**src/rtl/core/mma_pkg.sv**
```systemverilog
// Package for the MIDI message assembler: byte constants, the packet command type
// passed from the parser to the serialiser, and the data length decoder. No dependencies.
`timescale 1ns / 1ps

package mma_pkg;

	localparam logic [7:0] MIDI_SYSEX_START = 8'hF0;
	localparam logic [7:0] MIDI_SYSEX_END   = 8'hF7;
	localparam logic [7:0] MIDI_SONG_POS    = 8'hF2;
	localparam logic [7:0] MIDI_TIME_CODE   = 8'hF1;
	localparam logic [7:0] MIDI_SONG_SEL    = 8'hF3;
	localparam logic [3:0] MIDI_HI_PROG     = 4'hC;
	localparam logic [3:0] MIDI_HI_PRESSURE = 4'hD;
	localparam logic [3:0] MIDI_HI_SYSTEM   = 4'hF;
	localparam logic [4:0] MIDI_RT_PREFIX   = 5'b11111;

	localparam int QUEUE_DEPTH = 4;
	localparam int QUEUE_AW    = $clog2(QUEUE_DEPTH);

	// One packet command: up to three bytes; only the first may carry a packet start.
	typedef struct packed {
		logic [1:0] cnt;
		logic       start;
		logic [7:0] b0;
		logic [7:0] b1;
		logic [7:0] b2;
	} cmd_t;

	function automatic logic [1:0] data_count_of(input logic [7:0] s);
		logic [1:0] n;
		begin
			if (s[7:4] == MIDI_HI_PROG || s[7:4] == MIDI_HI_PRESSURE) begin
				n = 2'd1;
			end else if (s[7:4] != MIDI_HI_SYSTEM) begin
				n = 2'd2;
			end else if (s == MIDI_TIME_CODE || s == MIDI_SONG_SEL) begin
				n = 2'd1;
			end else if (s == MIDI_SONG_POS) begin
				n = 2'd2;
			end else begin
				n = 2'd0;
			end
			return n;
		end
	endfunction

endpackage

```
**src/rtl/core/mma_front.sv**
```systemverilog
// Parser front end: takes one MIDI byte per transfer, tracks running status and SysEx
// chunking, and issues one packet command per byte that yields output. Uses mma_pkg.
`timescale 1ns / 1ps

module mma_front
	import mma_pkg::*;
(
	input  logic       clk,
	input  logic       arst_n,
	input  logic       accept,
	input  logic [7:0] in_byte,
	input  logic       end_of_read,
	output logic       push,
	output cmd_t       cmd
);

	logic [7:0] running_status_q;
	logic [7:0] pending_status_q;
	logic [6:0] first_data_q;
	logic       have_q;
	logic [1:0] need_q;
	logic       in_sysex_q;
	logic       chunk_open_q;

	logic [7:0] n_rs;
	logic [7:0] n_ps;
	logic [6:0] n_fd;
	logic       n_have;
	logic [1:0] n_need;
	logic       n_sysex;
	logic       n_chunk;
	cmd_t       c;

	always_comb begin
		logic       done;
		logic [7:0] ps;
		logic [1:0] need;
		logic       have;
		logic       ok;
		logic [1:0] dc;
		n_rs    = running_status_q;
		n_ps    = pending_status_q;
		n_fd    = first_data_q;
		n_have  = have_q;
		n_need  = need_q;
		n_sysex = in_sysex_q;
		n_chunk = chunk_open_q;
		c       = '0;
		done    = 1'b0;
		ps      = pending_status_q;
		need    = need_q;
		have    = have_q;
		ok      = 1'b1;
		dc      = data_count_of(in_byte);
		if (in_byte[7:3] == MIDI_RT_PREFIX) begin
			n_chunk = 1'b0;
			c.cnt   = 2'd1;
			c.start = 1'b1;
			c.b0    = in_byte;
		end else if (in_byte[7]) begin
			if (in_sysex_q) begin
				n_sysex = 1'b0;
				n_chunk = 1'b0;
				if (in_byte == MIDI_SYSEX_END) begin
					c.cnt   = 2'd1;
					c.start = !chunk_open_q;
					c.b0    = in_byte;
					done    = 1'b1;
				end
			end
			if (!done) begin
				if (in_byte == MIDI_SYSEX_START) begin
					n_sysex = 1'b1;
					n_rs    = '0;
					n_ps    = '0;
					n_chunk = 1'b1;
					c.cnt   = 2'd1;
					c.start = 1'b1;
					c.b0    = in_byte;
				end else if (in_byte != MIDI_SYSEX_END) begin
					n_rs   = (in_byte[7:4] != MIDI_HI_SYSTEM) ? in_byte : 8'h00;
					n_ps   = in_byte;
					n_have = 1'b0;
					n_need = dc;
					if (dc == 2'd0) begin
						c.cnt   = 2'd1;
						c.start = 1'b1;
						c.b0    = in_byte;
						n_ps    = '0;
					end
				end
			end
		end else if (in_sysex_q) begin
			c.cnt   = 2'd1;
			c.start = !chunk_open_q;
			c.b0    = in_byte;
			n_chunk = 1'b1;
		end else begin
			// no open message: fall back on running status, or drop
			if (pending_status_q == 8'h00) begin
				if (running_status_q == 8'h00) begin
					ok = 1'b0;
				end else begin
					ps   = running_status_q;
					have = 1'b0;
					need = data_count_of(running_status_q);
				end
			end
			if (ok) begin
				n_ps   = ps;
				n_need = need;
				if (!have && need[1]) begin
					n_fd   = in_byte[6:0];
					n_have = 1'b1;
				end else begin
					c.cnt   = need[1] ? 2'd3 : 2'd2;
					c.start = 1'b1;
					c.b0    = ps;
					c.b1    = need[1] ? {1'b0, first_data_q} : in_byte;
					c.b2    = in_byte;
					n_ps    = '0;
					n_have  = 1'b0;
				end
			end
		end
		if (end_of_read) begin
			n_chunk = 1'b0;
		end
	end

	always_ff @(posedge clk or negedge arst_n) begin
		if (!arst_n) begin
			running_status_q <= '0;
			pending_status_q <= '0;
			first_data_q     <= '0;
			have_q           <= 1'b0;
			need_q           <= '0;
			in_sysex_q       <= 1'b0;
			chunk_open_q     <= 1'b0;
		end else if (accept) begin
			running_status_q <= n_rs;
			pending_status_q <= n_ps;
			first_data_q     <= n_fd;
			have_q           <= n_have;
			need_q           <= n_need;
			in_sysex_q       <= n_sysex;
			chunk_open_q     <= n_chunk;
		end
	end

	assign push = accept && (c.cnt != 2'd0);
	assign cmd  = c;

endmodule

```
**src/rtl/core/mma_cmd_fifo.sv**
```systemverilog
// Short command queue between the parser and the serialiser, held in flip-flops,
// with a fall-through head. Uses mma_pkg for the command type and depth.
`timescale 1ns / 1ps

module mma_cmd_fifo
	import mma_pkg::*;
(
	input  logic clk,
	input  logic arst_n,
	input  logic push,
	input  cmd_t push_cmd,
	input  logic pop,
	output logic full,
	output logic nonempty,
	output cmd_t head
);

	cmd_t                mem_q [QUEUE_DEPTH];
	logic [QUEUE_AW-1:0] wr_ptr_q;
	logic [QUEUE_AW-1:0] rd_ptr_q;
	logic [QUEUE_AW:0]   count_q;

	logic do_push;
	logic do_pop;

	assign full     = (count_q == QUEUE_AW'(0) + (QUEUE_AW+1)'(QUEUE_DEPTH));
	assign nonempty = (count_q != '0);
	assign do_push  = push && !full;
	assign do_pop   = pop && nonempty;
	assign head     = mem_q[rd_ptr_q];

	always_ff @(posedge clk) begin
		if (do_push) begin
			mem_q[wr_ptr_q] <= push_cmd;
		end
	end

	always_ff @(posedge clk or negedge arst_n) begin
		if (!arst_n) begin
			wr_ptr_q <= '0;
			rd_ptr_q <= '0;
			count_q  <= '0;
		end else begin
			if (do_push) begin
				wr_ptr_q <= wr_ptr_q + 1'b1;
			end
			if (do_pop) begin
				rd_ptr_q <= rd_ptr_q + 1'b1;
			end
			case ({do_push, do_pop})
				2'b10:   count_q <= count_q + 1'b1;
				2'b01:   count_q <= count_q - 1'b1;
				default: count_q <= count_q;
			endcase
		end
	end

endmodule

```
**src/rtl/core/mma_back.sv**
```systemverilog
// Serialiser back end: takes packet commands from the queue and drives one result
// byte per transfer on the output stream. Uses mma_pkg for the command type.
`timescale 1ns / 1ps

module mma_back
	import mma_pkg::*;
(
	input  logic       clk,
	input  logic       arst_n,
	input  logic       q_nonempty,
	input  cmd_t       q_head,
	output logic       q_pop,
	output logic       m_tvalid,
	input  logic       m_tready,
	output logic [7:0] m_tdata,
	output logic [0:0] m_tuser,
	output logic       m_tlast
);

	cmd_t       cur_q;
	logic [1:0] idx_q;
	logic       busy_q;

	logic is_last;

	assign is_last = (idx_q == cur_q.cnt - 2'd1);
	// load the next command when idle or as the last byte of this one transfers
	assign q_pop   = q_nonempty && (!busy_q || (m_tready && is_last));

	always_comb begin
		case (idx_q)
			2'd0:    m_tdata = cur_q.b0;
			2'd1:    m_tdata = cur_q.b1;
			default: m_tdata = cur_q.b2;
		endcase
	end

	assign m_tvalid   = busy_q;
	assign m_tuser[0] = cur_q.start && (idx_q == 2'd0);
	assign m_tlast    = is_last;

	always_ff @(posedge clk) begin
		if (q_pop) begin
			cur_q <= q_head;
		end
	end

	always_ff @(posedge clk or negedge arst_n) begin
		if (!arst_n) begin
			busy_q <= 1'b0;
			idx_q  <= '0;
		end else if (q_pop) begin
			busy_q <= 1'b1;
			idx_q  <= '0;
		end else if (busy_q && m_tready) begin
			if (is_last) begin
				busy_q <= 1'b0;
				idx_q  <= '0;
			end else begin
				idx_q <= idx_q + 2'd1;
			end
		end
	end

endmodule

```
**src/rtl/core/midi_message_assembler.sv**
```systemverilog
// MIDI message assembler top level.
// Input stream s_*: one raw MIDI byte per transfer in s_tdata[7:0]; s_tlast marks the
// last byte of one read and closes any open SysEx chunk.
// Output stream m_*: packet bytes, one per transfer. m_tuser[0] flags the first byte of
// a packet, m_tlast the final result caused by one input byte.
// Channel messages come out whole once their data bytes are in, running status expanded;
// real-time bytes pass at once; SysEx streams through in chunks.
// With the queue empty, the first result of a byte is offered once its command has
// been written to the queue and then loaded into the serialiser. Input rate is one byte
// per cycle while the queue is not full; the serialiser gives one result per cycle while
// m_tready is high, so a byte yielding three results takes three output transfers.
// A four-entry command queue sits between parser and serialiser; s_tready drops only
// while it is full, so a stalled receiver backs up into the input after five commands
// (one in the serialiser, four queued).
// Reset clears running status, any open message and SysEx state, and empties the queue.
// Depends on mma_pkg, mma_front, mma_cmd_fifo and mma_back.
`timescale 1ns / 1ps

module midi_message_assembler
	import mma_pkg::*;
(
	input  logic       clk,
	input  logic       arst_n,
	input  logic       s_tvalid,
	output logic       s_tready,
	input  logic [7:0] s_tdata,    // [7:0] in_byte
	input  logic       s_tlast,
	output logic       m_tvalid,
	input  logic       m_tready,
	output logic [7:0] m_tdata,    // [7:0] out_byte
	output logic [0:0] m_tuser,    // [0] packet_start
	output logic       m_tlast
);

	logic accept;
	logic push;
	cmd_t push_cmd;
	logic q_full;
	logic q_nonempty;
	logic q_pop;
	cmd_t q_head;

	assign s_tready = !q_full;
	assign accept   = s_tvalid && s_tready;

	mma_front u_front (
		.clk         (clk),
		.arst_n      (arst_n),
		.accept      (accept),
		.in_byte     (s_tdata),
		.end_of_read (s_tlast),
		.push        (push),
		.cmd         (push_cmd)
	);

	mma_cmd_fifo u_fifo (
		.clk      (clk),
		.arst_n   (arst_n),
		.push     (push),
		.push_cmd (push_cmd),
		.pop      (q_pop),
		.full     (q_full),
		.nonempty (q_nonempty),
		.head     (q_head)
	);

	mma_back u_back (
		.clk        (clk),
		.arst_n     (arst_n),
		.q_nonempty (q_nonempty),
		.q_head     (q_head),
		.q_pop      (q_pop),
		.m_tvalid   (m_tvalid),
		.m_tready   (m_tready),
		.m_tdata    (m_tdata),
		.m_tuser    (m_tuser),
		.m_tlast    (m_tlast)
	);

endmodule

```
**config.mk**
```make
export PLATFORM = sky130hd
export DESIGN_NAME = midi_message_assembler
export DESIGN_NICKNAME = d
export VERILOG_FILES = /design/src/rtl/core/mma_pkg.sv /design/src/rtl/core/mma_front.sv /design/src/rtl/core/mma_cmd_fifo.sv /design/src/rtl/core/mma_back.sv /design/src/rtl/core/midi_message_assembler.sv
export SDC_FILE = /design/constraint.sdc
export NUM_CORES = 1
export LEC_CHECK = 0
export BUFFER_PORTS_ARGS = -buffer_cell sky130_fd_sc_hd__buf_4
export CORE_ASPECT_RATIO = 2
export CORE_MARGIN = 2
export CORE_UTILIZATION = 35
export CTS_BUF_LIST = sky130_fd_sc_hd__clkbuf_8
export CTS_CLUSTER_DIAMETER = 80
export CTS_CLUSTER_SIZE = 8
export DETAILED_ROUTE_END_ITERATION = 10
export GPL_ROUTABILITY_DRIVEN = 0
export HOLD_SLACK_MARGIN = 0.15
export PLACE_DENSITY = 0.56
export RECOVER_POWER = 25
export REMOVE_ABC_BUFFERS = 1
export SYNTH_ARGS = -nofsm -noshare
export SYNTH_HDL_FRONTEND = slang
export SYNTH_HIERARCHICAL = 1
export SYNTH_SLANG_ARGS = --single-unit
```
**constraint.sdc**
```tcl
create_clock -name clk -period 9.35 [get_ports clk]
set_input_delay 0.4675 -clock clk [delete_from_list [all_inputs] [get_ports clk]]
set_output_delay 0.4675 -clock clk [all_outputs]
set_load 0.03 [all_outputs]
```
# --- Word level (Yosys, flattened, before mapping) ---
# Memory sizes are Yosys's and may differ from the RTL's. A register that Yosys moved wholly into a read port is not among the register bits.
# Index checks and enable logic that the tools add are counted.
word_totals:
  memories: 1
  reg_bits: 37
  word_cells: 174
  ram_bits: 108
  in_bits: 13
classes:
  n_addsub: 6
  n_reduce_logical: 37
  bitwise: 4
  n_eq_ne: 26
  muxes: 88
mem_list:
  columns: ["name", "depth", "word_bits", "rd", "rd_clocked_by_memory_dff", "wr", "line_no", "rtl"]
  rows:
  - ["u_fifo.mem_q", 4, 27, 1, 1, 1, "mma_cmd_fifo.sv:18", "cmd_t mem_q [QUEUE_DEPTH];"]
ops:
  columns: ["operator", "count"]
  rows:
  - ["8-bit 2-to-1 mux", 13]
  - ["11-bit 2-to-1 mux", 8]
  - ["8-bit equality test (second input constant)", 8]
  - ["27-bit 2-to-1 mux", 2]
  - ["16-bit 2-to-1 mux", 3]
  - ["2-bit 2-to-1 mux", 22]
  - ["1-bit 2-to-1 mux", 36]
  - ["4-bit equality test (second input constant)", 4]
  - ["8-bit logical NOT", 2]
  - ["8-bit one-hot mux with 2 select lines", 1]
  - ["6-bit AND reduction", 2]
  - ["2-bit nonzero test", 6]
  - ["10-bit 2-to-1 mux", 1]
  - ["1-bit logical AND", 9]
  - ["4-bit != test (second input constant)", 2]
  - ["8-bit != test (second input constant)", 1]
  - ["7-bit 2-to-1 mux", 1]
  - ["7-bit AND reduction", 1]
  - ["2-bit by 1-bit adder with 2-bit output (second input constant)", 3]
  - ["2-bit != test (second input constant)", 3]
  - ["3-bit one-hot mux with 2 select lines", 1]
  - ["5-bit equality test (second input constant)", 1]
  - ["1-bit logical OR", 5]
  - ["5-bit AND reduction", 1]
  - ["other kinds (16)", 25]

# --- Longest topological paths before layout ---
# Gate-level depths: netlist of run 1.
depth:
  depth_word: 21
  ltp_mapped: 16

# --- Hierarchy ---
# The synthesis of run 1 kept the hierarchy.
by_module_without_submodules:
  columns: ["module", "cells_each", "n_inst", "area_per_inst_um2", "seq_area_each_um2"]
  rows:
  - ["mma_cmd_fifo", 178, 1, 4335.4, 3418.3]
  - ["mma_front", 248, 1, 1941.9, 675.6]
  - ["mma_back", 78, 1, 1157.4, 885.8]
  - ["midi_message_assembler", 2, 1, 10.0, 0.0]

# --- Worst setup path after synthesis of run 1 ---
# Ideal clock, no wire load.
synth_path:
  path_type: "register to register"
  from: "reg u_front.running_status_q[4]"
  to: "reg u_fifo.count_q[2]"
  path_slack_ps: 5967
  stages_incl_launch_ff: 17
  setup_ps: 79
  n_path_buf: 2
  synth_period_minus_slack_ps: 3383
  arrival_ps: 3304
  cell_sequence: "dfrtp_1 > or4_1 > or3_1 > buf_6 > o21ai_4 > or3_1 > buf_6 > inv_4 > o21a_1 > nor2b_2 > inv_1 > ha_1 > inv_1 > fa_1 > xor2_1 > nor2_1 > xor2_1"
synth_lines:
  columns: ["element", "line_no", "rtl"]
  rows:
  - ["from (decl)", "mma_front.sv:17", "logic [7:0] running_status_q;"]
  - ["from (signal assigned)", "mma_front.sv:141", "running_status_q <= n_rs;"]
  - ["to (signal assigned)", "mma_cmd_fifo.sv:51", "2'b10: count_q <= count_q + 1'b1;"]
  - ["to (signal assigned)", "mma_cmd_fifo.sv:52", "2'b01: count_q <= count_q - 1'b1;"]
  - ["to (signal assigned)", "mma_cmd_fifo.sv:53", "default: count_q <= count_q;"]
  - ["to (decl)", "mma_cmd_fifo.sv:21", "logic [QUEUE_AW:0] count_q;"]

==> impl_metrics.csv, run 1 <==
group,metric,value,unit
floorplanning,core-area,20900,sq um
floorplanning,die_x,107,microns
clocking,cts.path.max_buffers,2,
clocking,cts-htree-levels,4,
logic_synthesis,seq_area_frac_synth,66.9,%
worst_setup_path,required,9.67,ns
hold_path,hold_path.class,"input port to flip-flop",
routing,wl,16.1,mm
worst_setup_path,endpoint_kind,"flip-flop",
floorplanning,row_count,75,
power_and_ir_drop,power,2.56,mW
clocking,cts_tree,"done",
sta,finalCritPeriodShare,43.8,%
worst_setup_path,critPathMaxStageDelay,0.71,ns
routing,wl_met2,9.20,mm
floorplanning,fp.dieArea,22500,sq um
logic_synthesis,synth-edff-count,135,
power_and_ir_drop,power_density,308,nW/um^2
logic_synthesis,synth_cells,506,
worst_setup_path,worstSetupPathType,"flip-flop to flip-flop",
layout,fin_nets,548,
clocking,cts_resized,0,
routing,first_iter_violations,195,
routing,drc,0,
sta,setup_ws,5.25,ns
clocking,post_cts_buffers,0,
layout,area_growth_syn_to_layout,11.4,%
global_route,grt_max_degree,38,
sta,min_period,4.10,ns
logic_synthesis,synth_cell_types,67,
sta,setup_viol,0,
global_route,grt_pass1_vias,4639,
clocking,clock_sinks,172,
sta,drv_slew,98,
logic_synthesis,synth_top_cell_by_area,"edfxtp_1",
global_route,grt_use_total,15.0,%
clocking,cts_inserted_buffers,17,
power_and_ir_drop,p_leak,2.95,nW
layout,diodes,0,
worst_setup_path,worstPathArrival,4.42,ns
clocking,clkTransAtPathRegs,0.08,ns
routing,vias,4416,
sta,slew_headroom,-40.4,%
floorplanning,io_pins,25,
worst_setup_path,cp-startpoint,"u_front/pending_status_q[5]$_DFFE_PN0P_",
sta,rsz0062_at_grt,"false",
clocking,clk_root_buffer_cell,"clkbuf_8",
routing,vias_per_cell,5.46,
sta,hold_violations,0,
sta,fmax,244,MHz
layout,stdcell_area,8300,sq um
sta,worst_pin_slew,2.11,ns
logic_synthesis,post-synth-top-count-cell,"edfxtp_1",
hold_path,hp-start,"m_tready",
logic_synthesis,ys_top_cells_by_area,"edfxtp_1, dfrtp_1, mux4_2",
clocking,cts-hold-fix-buffers,1,
outcome,outcome,"complete, but fails checks",
placed_design,pre_cts_slack,5.37,ns
sta,hold_ws,0.240,ns
routing,wl_met3,531,microns
placed_design,dpl.hpwl,11.2,mm
worst_setup_path,rr_startpoint,"u_front/pending_status_q[5]$_DFFE_PN0P_",
routing,dr.pass1.iters,5,
logic_synthesis,syn_area_per_cell,14.7,sq um
logic_synthesis,synth_ff_type,"edfxtp_1",
logic_synthesis,ys_async_sr_fraction,21.5,%
global_route,antenna_found_initial,0,
worst_setup_path,cpMaxStageDelayCell,"nor4_1",
floorplanning,dieHeight,210,microns
clocking,insertion_delay,0.44,ns
worst_setup_path,path_cells,"nor4_1, and2_0, a21boi_2, or3_1, inv_4, o21a_1, nor2b_2, inv_1, ha_1, inv_1, fa_1, xor2_1, nor2_1, xor2_1",
logic_synthesis,netlist_area,7440,sq um
floorplanning,initial_core_util,35.6,%
placed_design,placed_area,7850,sq um
run,maxCapViolations,3,
routing,top_layer,"met4",
sta,tns,0,ns
routing,final_antenna_net_count,0,
layout,fill_cells,1902,
worst_setup_path,cp-start-kind,"flip-flop",
routing,m1WireLength,5.74,mm
placed_design,port_buffers,24,
power_and_ir_drop,ir_drop,0.111,mV
sta,finClkSkew,0.0119,ns
global_route,overflow,0,
logic_synthesis,yosysWarnings,6,
outcome,violations,"max-capacitance violations, max-slew violations",
logic_synthesis,synth_seq_cells,172,
routing,routedWlPerCell,19.9,microns
global_route,grt_pass1_wl,25.5,mm
logic_synthesis,synthTopCellsByCount,"edfxtp_1, nand2_1, dfrtp_1",
worst_setup_path,critPathMaxFanout,15,
layout,final_layout_size_suffix_gt1_share,18.3,%
logic_synthesis,synth_top_area_share,54.5,%
[metal layers]
| layer | vias to the layer above | global-route usage [%] |
|---|---|---|
| met2 | 141 | 28.5 |
| met5 | - | 0 |
| met1 | 2244 | 15.2 |
| li1 | 1983 | - |
| met3 | 48 | 2.75 |
| met4 | 0 | 7.34 |
[layout make-up]
cell class	count	area [sq um]	share of cell area, %
Clock buffer	17	234	2.82
Clock inverter	15	230	2.77
Inverter	21	81.3	0.980
Multi-Input combinational cell	282	2200	26.5
Sequential cell	172	4980	60.0
Tap cell	269	337	4.06
Timing Repair Buffer	33	235	2.84
[kinds of logic after synthesis]
logic type	share of synthesized area, %
flops	66.9
simple gates	8.18
compound gates	9.23
buf+inv	3.50
mux	9.88
fa+ha+maj	1.45
xor+xnor	0.824
other cells	0.0504
[power by group]
part           total, mW  switching, mW  internal (mW)
Sequential          1.18          0.130           1.05
Combinational      0.784          0.459          0.325
Clock              0.592          0.251          0.341
[critical path, delay by kind of cell (launching register included)]
family | cells | cell delay, ns
buf+inv | 3 | 0.34
simple gates | 5 | 2.25
xor+xnor | 2 | 0.27
flops | 1 | 0.41
fa+ha+maj | 2 | 0.42
compound gates | 2 | 0.27
[worst paths after layout]
path	to	slack, ns	cells past startpoint
worst max-delay path	u_fifo/count_q[2]$_DFFE_PN0P_	5.25	14
worst min-delay path	u_back/m_tvalid$_DFFE_PN0P_	0.24	2
worst max register to register	u_fifo/count_q[2]$_DFFE_PN0P_	5.25	14
worst min register to register	u_fifo/count_q[2]$_DFFE_PN0P_	0.49	1
max in group asynchronous	u_front/first_data_q[2]$_DFFE_PN0P_	6.96	2
min in group asynchronous	u_fifo/rd_ptr_q[0]$_DFFE_PN0P_	1.16	2
[through the flow]
step,utilization (%),instances
finish,39.6,809
global route,39.6,809
CTS,39.8,809
detailed placement,37.5,776
global placement,37.5,776
floorplan,-,475
[state kept, by name (all words and copies together), names as in the netlist]
name,flops
u_fifo/count_q,3
u_front/have_q,1
u_front/first_data_q,7
u_front/need_q,1
u_fifo/mem_q,108
u_back/cur_q,27
u_fifo/wr_ptr_q,2
u_back/idx_q,2
u_front/in_sysex_q,1
u_front/pending_status_q,8
u_back/m_tvalid,1
u_front/running_status_q,8
u_fifo/rd_ptr_q,2
u_front/chunk_open_q,1
[layout by cell type, fill, tap and decap left out, drive strengths merged, types with 2 or more instances in the layout]
cell	instances
ha	7
a21o	3
conb	2
a31oi	8
or2	2
dfrtp	37
o31ai	8
or3	4
nor4	6
and2	9
clkbuf	21
nand2b	3
and3	2
o21ai	26
buf	28
a21oi	32
o211ai	2
nand3	11
nor2b	3
mux2	8
a211o	2
nand4	9
a22oi	9
inv	25
clkinv	4
xor2	3
a31o	2
mux4	27
mux2i	3
xnor2	4
nor2	19
nand2	40
edfxtp	135
a221o	3
bufinv	6
nor3	6
Power figures use the tool's default switching activity.
==> inputs of run 2 (changes only) <==
==> constraint.sdc (replaced) <==
create_clock -name clk -period 4 [get_ports clk]
set_input_delay 0.2 -clock clk [delete_from_list [all_inputs] [get_ports clk]]
set_output_delay 0.2 -clock clk [all_outputs]
set_load 0.03 [all_outputs]
==> impl_metrics.csv, run 2 (synthesized netlist as in run 1, its figures left out) <==
group,metric,value,unit
routing,first_iter_violations,271,
routing,routedWlPerCell,19.2,microns
layout,stdcell_area,8410,sq um
placed_design,port_buffers,24,
layout,final_common_cell,"edfxtp_1",
run,maxCapViolations,3,
sta,hold_violations,0,
routing,dr.pass1.iters,4,
clocking,clock_sinks,172,
floorplanning,dieHeight,210,microns
clocking,clk_root_buffer_cell,"clkbuf_8",
clocking,cts_inserted_buffers,17,
worst_setup_path,rrSetupSlack,0.37,ns
outcome,outcome,"complete, but fails checks",
sta,tns,0,ns
worst_setup_path,worstSetupPathType,"flip-flop to flip-flop",
worst_setup_path,worstRegToRegCells,14,
clocking,clkTransAtPathRegs,0.09,ns
sta,drv_slew,97,
routing,wl,15.9,mm
hold_path,whs_path_depth,3,
worst_setup_path,critPathMaxStageDelay,0.54,ns
worst_setup_path,cpMaxStageDelayCell,"or4_1",
sta,rsz0062_at_grt,"false",
layout,diodes,0,
clocking,cts.path.max_buffers,2,
sta,slew_headroom,-41.0,%
floorplanning,core-area,20900,sq um
routing,drc,0,
clocking,insertion_delay,0.46,ns
clocking,cts_tree,"done",
power_and_ir_drop,power_density,702,nW/um^2
global_route,grt_use_total,15.1,%
floorplanning,row_count,75,
worst_setup_path,cp-start-kind,"flip-flop",
floorplanning,fp.dieArea,22500,sq um
global_route,grt_max_degree,38,
floorplanning,die_x,107,microns
clocking,cts-htree-levels,4,
sta,setup_ws,0.370,ns
power_and_ir_drop,ir_drop,0.311,mV
sta,min_period,3.63,ns
clocking,post_cts_buffers,0,
worst_setup_path,path_cells,"or4_1, or3_1, o21ai_4, or3_1, inv_4, o21a_1, nor2b_2, inv_1, ha_1, inv_1, fa_1, xor2_1, nor2_1, xor2_1",
hold_path,hold_path.class,"input port to flip-flop",
worst_setup_path,endpoint_kind,"flip-flop",
placed_design,dpl.hpwl,11.1,mm
sta,finalCritPeriodShare,90.7,%
placed_design,pre_cts_slack,0.404,ns
sta,setup_viol,0,
layout,final_layout_size_suffix_gt1_share,19.0,%
routing,vias_per_cell,5.27,
layout,regMostFlops,"u_fifo/mem_q",
global_route,grt_pass1_wl,25.1,mm
worst_setup_path,critPathMaxFanout,9,
power_and_ir_drop,p_leak,3.00,nW
sta,fmax,275,MHz
worst_setup_path,rr_startpoint,"u_front/running_status_q[5]$_DFFE_PN0P_",
sta,worst_pin_slew,2.12,ns
layout,fill_cells,1930,
layout,largest_register_ffs,108,
outcome,violations,"max-capacitance violations, max-slew violations",
worst_setup_path,worstPathArrival,4.01,ns
floorplanning,io_pins,25,
routing,vias,4351,
layout,reg_top3,"u_fifo/mem_q (108), u_back/cur_q (27)",
floorplanning,initial_core_util,35.6,%
global_route,grt_pass1_vias,4522,
global_route,overflow,0,
worst_setup_path,required,4.38,ns
placed_design,placed_area,7900,sq um
hold_path,hp-start,"s_tvalid",
global_route,antenna_found_initial,0,
sta,finClkSkew,0.0136,ns
routing,final_antenna_net_count,0,
worst_setup_path,timing.rr.end,"u_fifo/count_q[2]$_DFFE_PN0P_",
layout,final_cell_mix,"edfxtp_1, nand2_1, dfrtp_1, buf_4, a21oi_1",
layout,fin_nets,565,
layout,area_growth_syn_to_layout,13.0,%
hold_path,holdPathEnd,"u_front/chunk_open_q$_DFFE_PN0P_",
==> run 2: cell count changes in the layout (fill, tap and decap cells not counted), sizes merged <==
cell | previous run | this run
dlygate4sd3 | 1 | 11
buf | 28 | 33
clkbuf | 21 | 25
clkinv | 4 | 7
inv | 25 | 22
bufinv | 6 | 4
==> run 2: per-stage QoR <==
stage	hold slack, ns	total power, mW	utilization [%]	std cells
after floorplan	-0.0956	3.99	-	475
after global placement	0.193	4.64	37.8	783
after detailed placement	0.203	4.70	37.8	783
after CTS	0.239	6.02	40.4	826
after global routing	0.352	6.26	40.2	826
final	0.312	5.91	40.2	826
==> run 2: worst max-delay path, delay by kind of cell (launching register included) <==
family / cells / cell delay [ns]
AND/OR/NAND/NOR: 5 / 1.55
adder cells (fa/ha/maj): 2 / 0.61
AO/OA/AOI/OAI: 2 / 0.44
flip-flops: 1 / 0.43
XOR/XNOR: 2 / 0.30
buffers and inverters: 3 / 0.23
==> run 2: worst max path at each step <==
stage / from / endpoint / cells after the start
4_1_cts: u_front/running_status_q[5]$_DFFE_PN0P_ / u_fifo/count_q[2]$_DFFE_PN0P_ / 14
3_3_place_gp: u_front/running_status_q[5]$_DFFE_PN0P_ / u_fifo/count_q[2]$_DFFE_PN0P_ / 14
6_report: u_front/running_status_q[5]$_DFFE_PN0P_ / u_fifo/count_q[2]$_DFFE_PN0P_ / 14
5_1_grt: u_front/running_status_q[4]$_DFFE_PN0P_ / u_fifo/count_q[2]$_DFFE_PN0P_ / 14
2_1_floorplan: u_front/pending_status_q[5]$_DFFE_PN0P_ / u_fifo/mem_q[0][0]$_DFFE_PP_ / 8
3_5_place_dp: u_front/running_status_q[5]$_DFFE_PN0P_ / u_fifo/count_q[2]$_DFFE_PN0P_ / 14
==> run 2: layer usage <==
layer  global-route usage, %  wire length, microns  up-vias
met5                       0                     0        -
met1                    16.0                  5910     2192
met2                    27.2                  8800      113
met3                    3.12                   481       39
li1                        -                     -     2007
met4                    8.64                   681        0
==> run 2: timing repair <==
action / CTS / global route
resized for setup: 0 / 0
hold endpoints to repair: 59 / 0
hold buffers: 11 / 0
==> run 2: report_power, final <==
part           switching (mW)  internal (mW)
logic                    1.07          0.775
clock network           0.593          0.706
registers               0.300           2.46
==> run 2: layout make-up <==
type | count | area (sq um) | area share (%)
clock buffers | 19 | 262 | 3.11
clock inverters | 13 | 173 | 2.05
inverters | 21 | 81.3 | 0.967
multi-input cells | 282 | 2200 | 26.1
flip-flops and latches | 172 | 4980 | 59.2
well taps | 269 | 337 | 4.00
repair buffers | 50 | 380 | 4.52
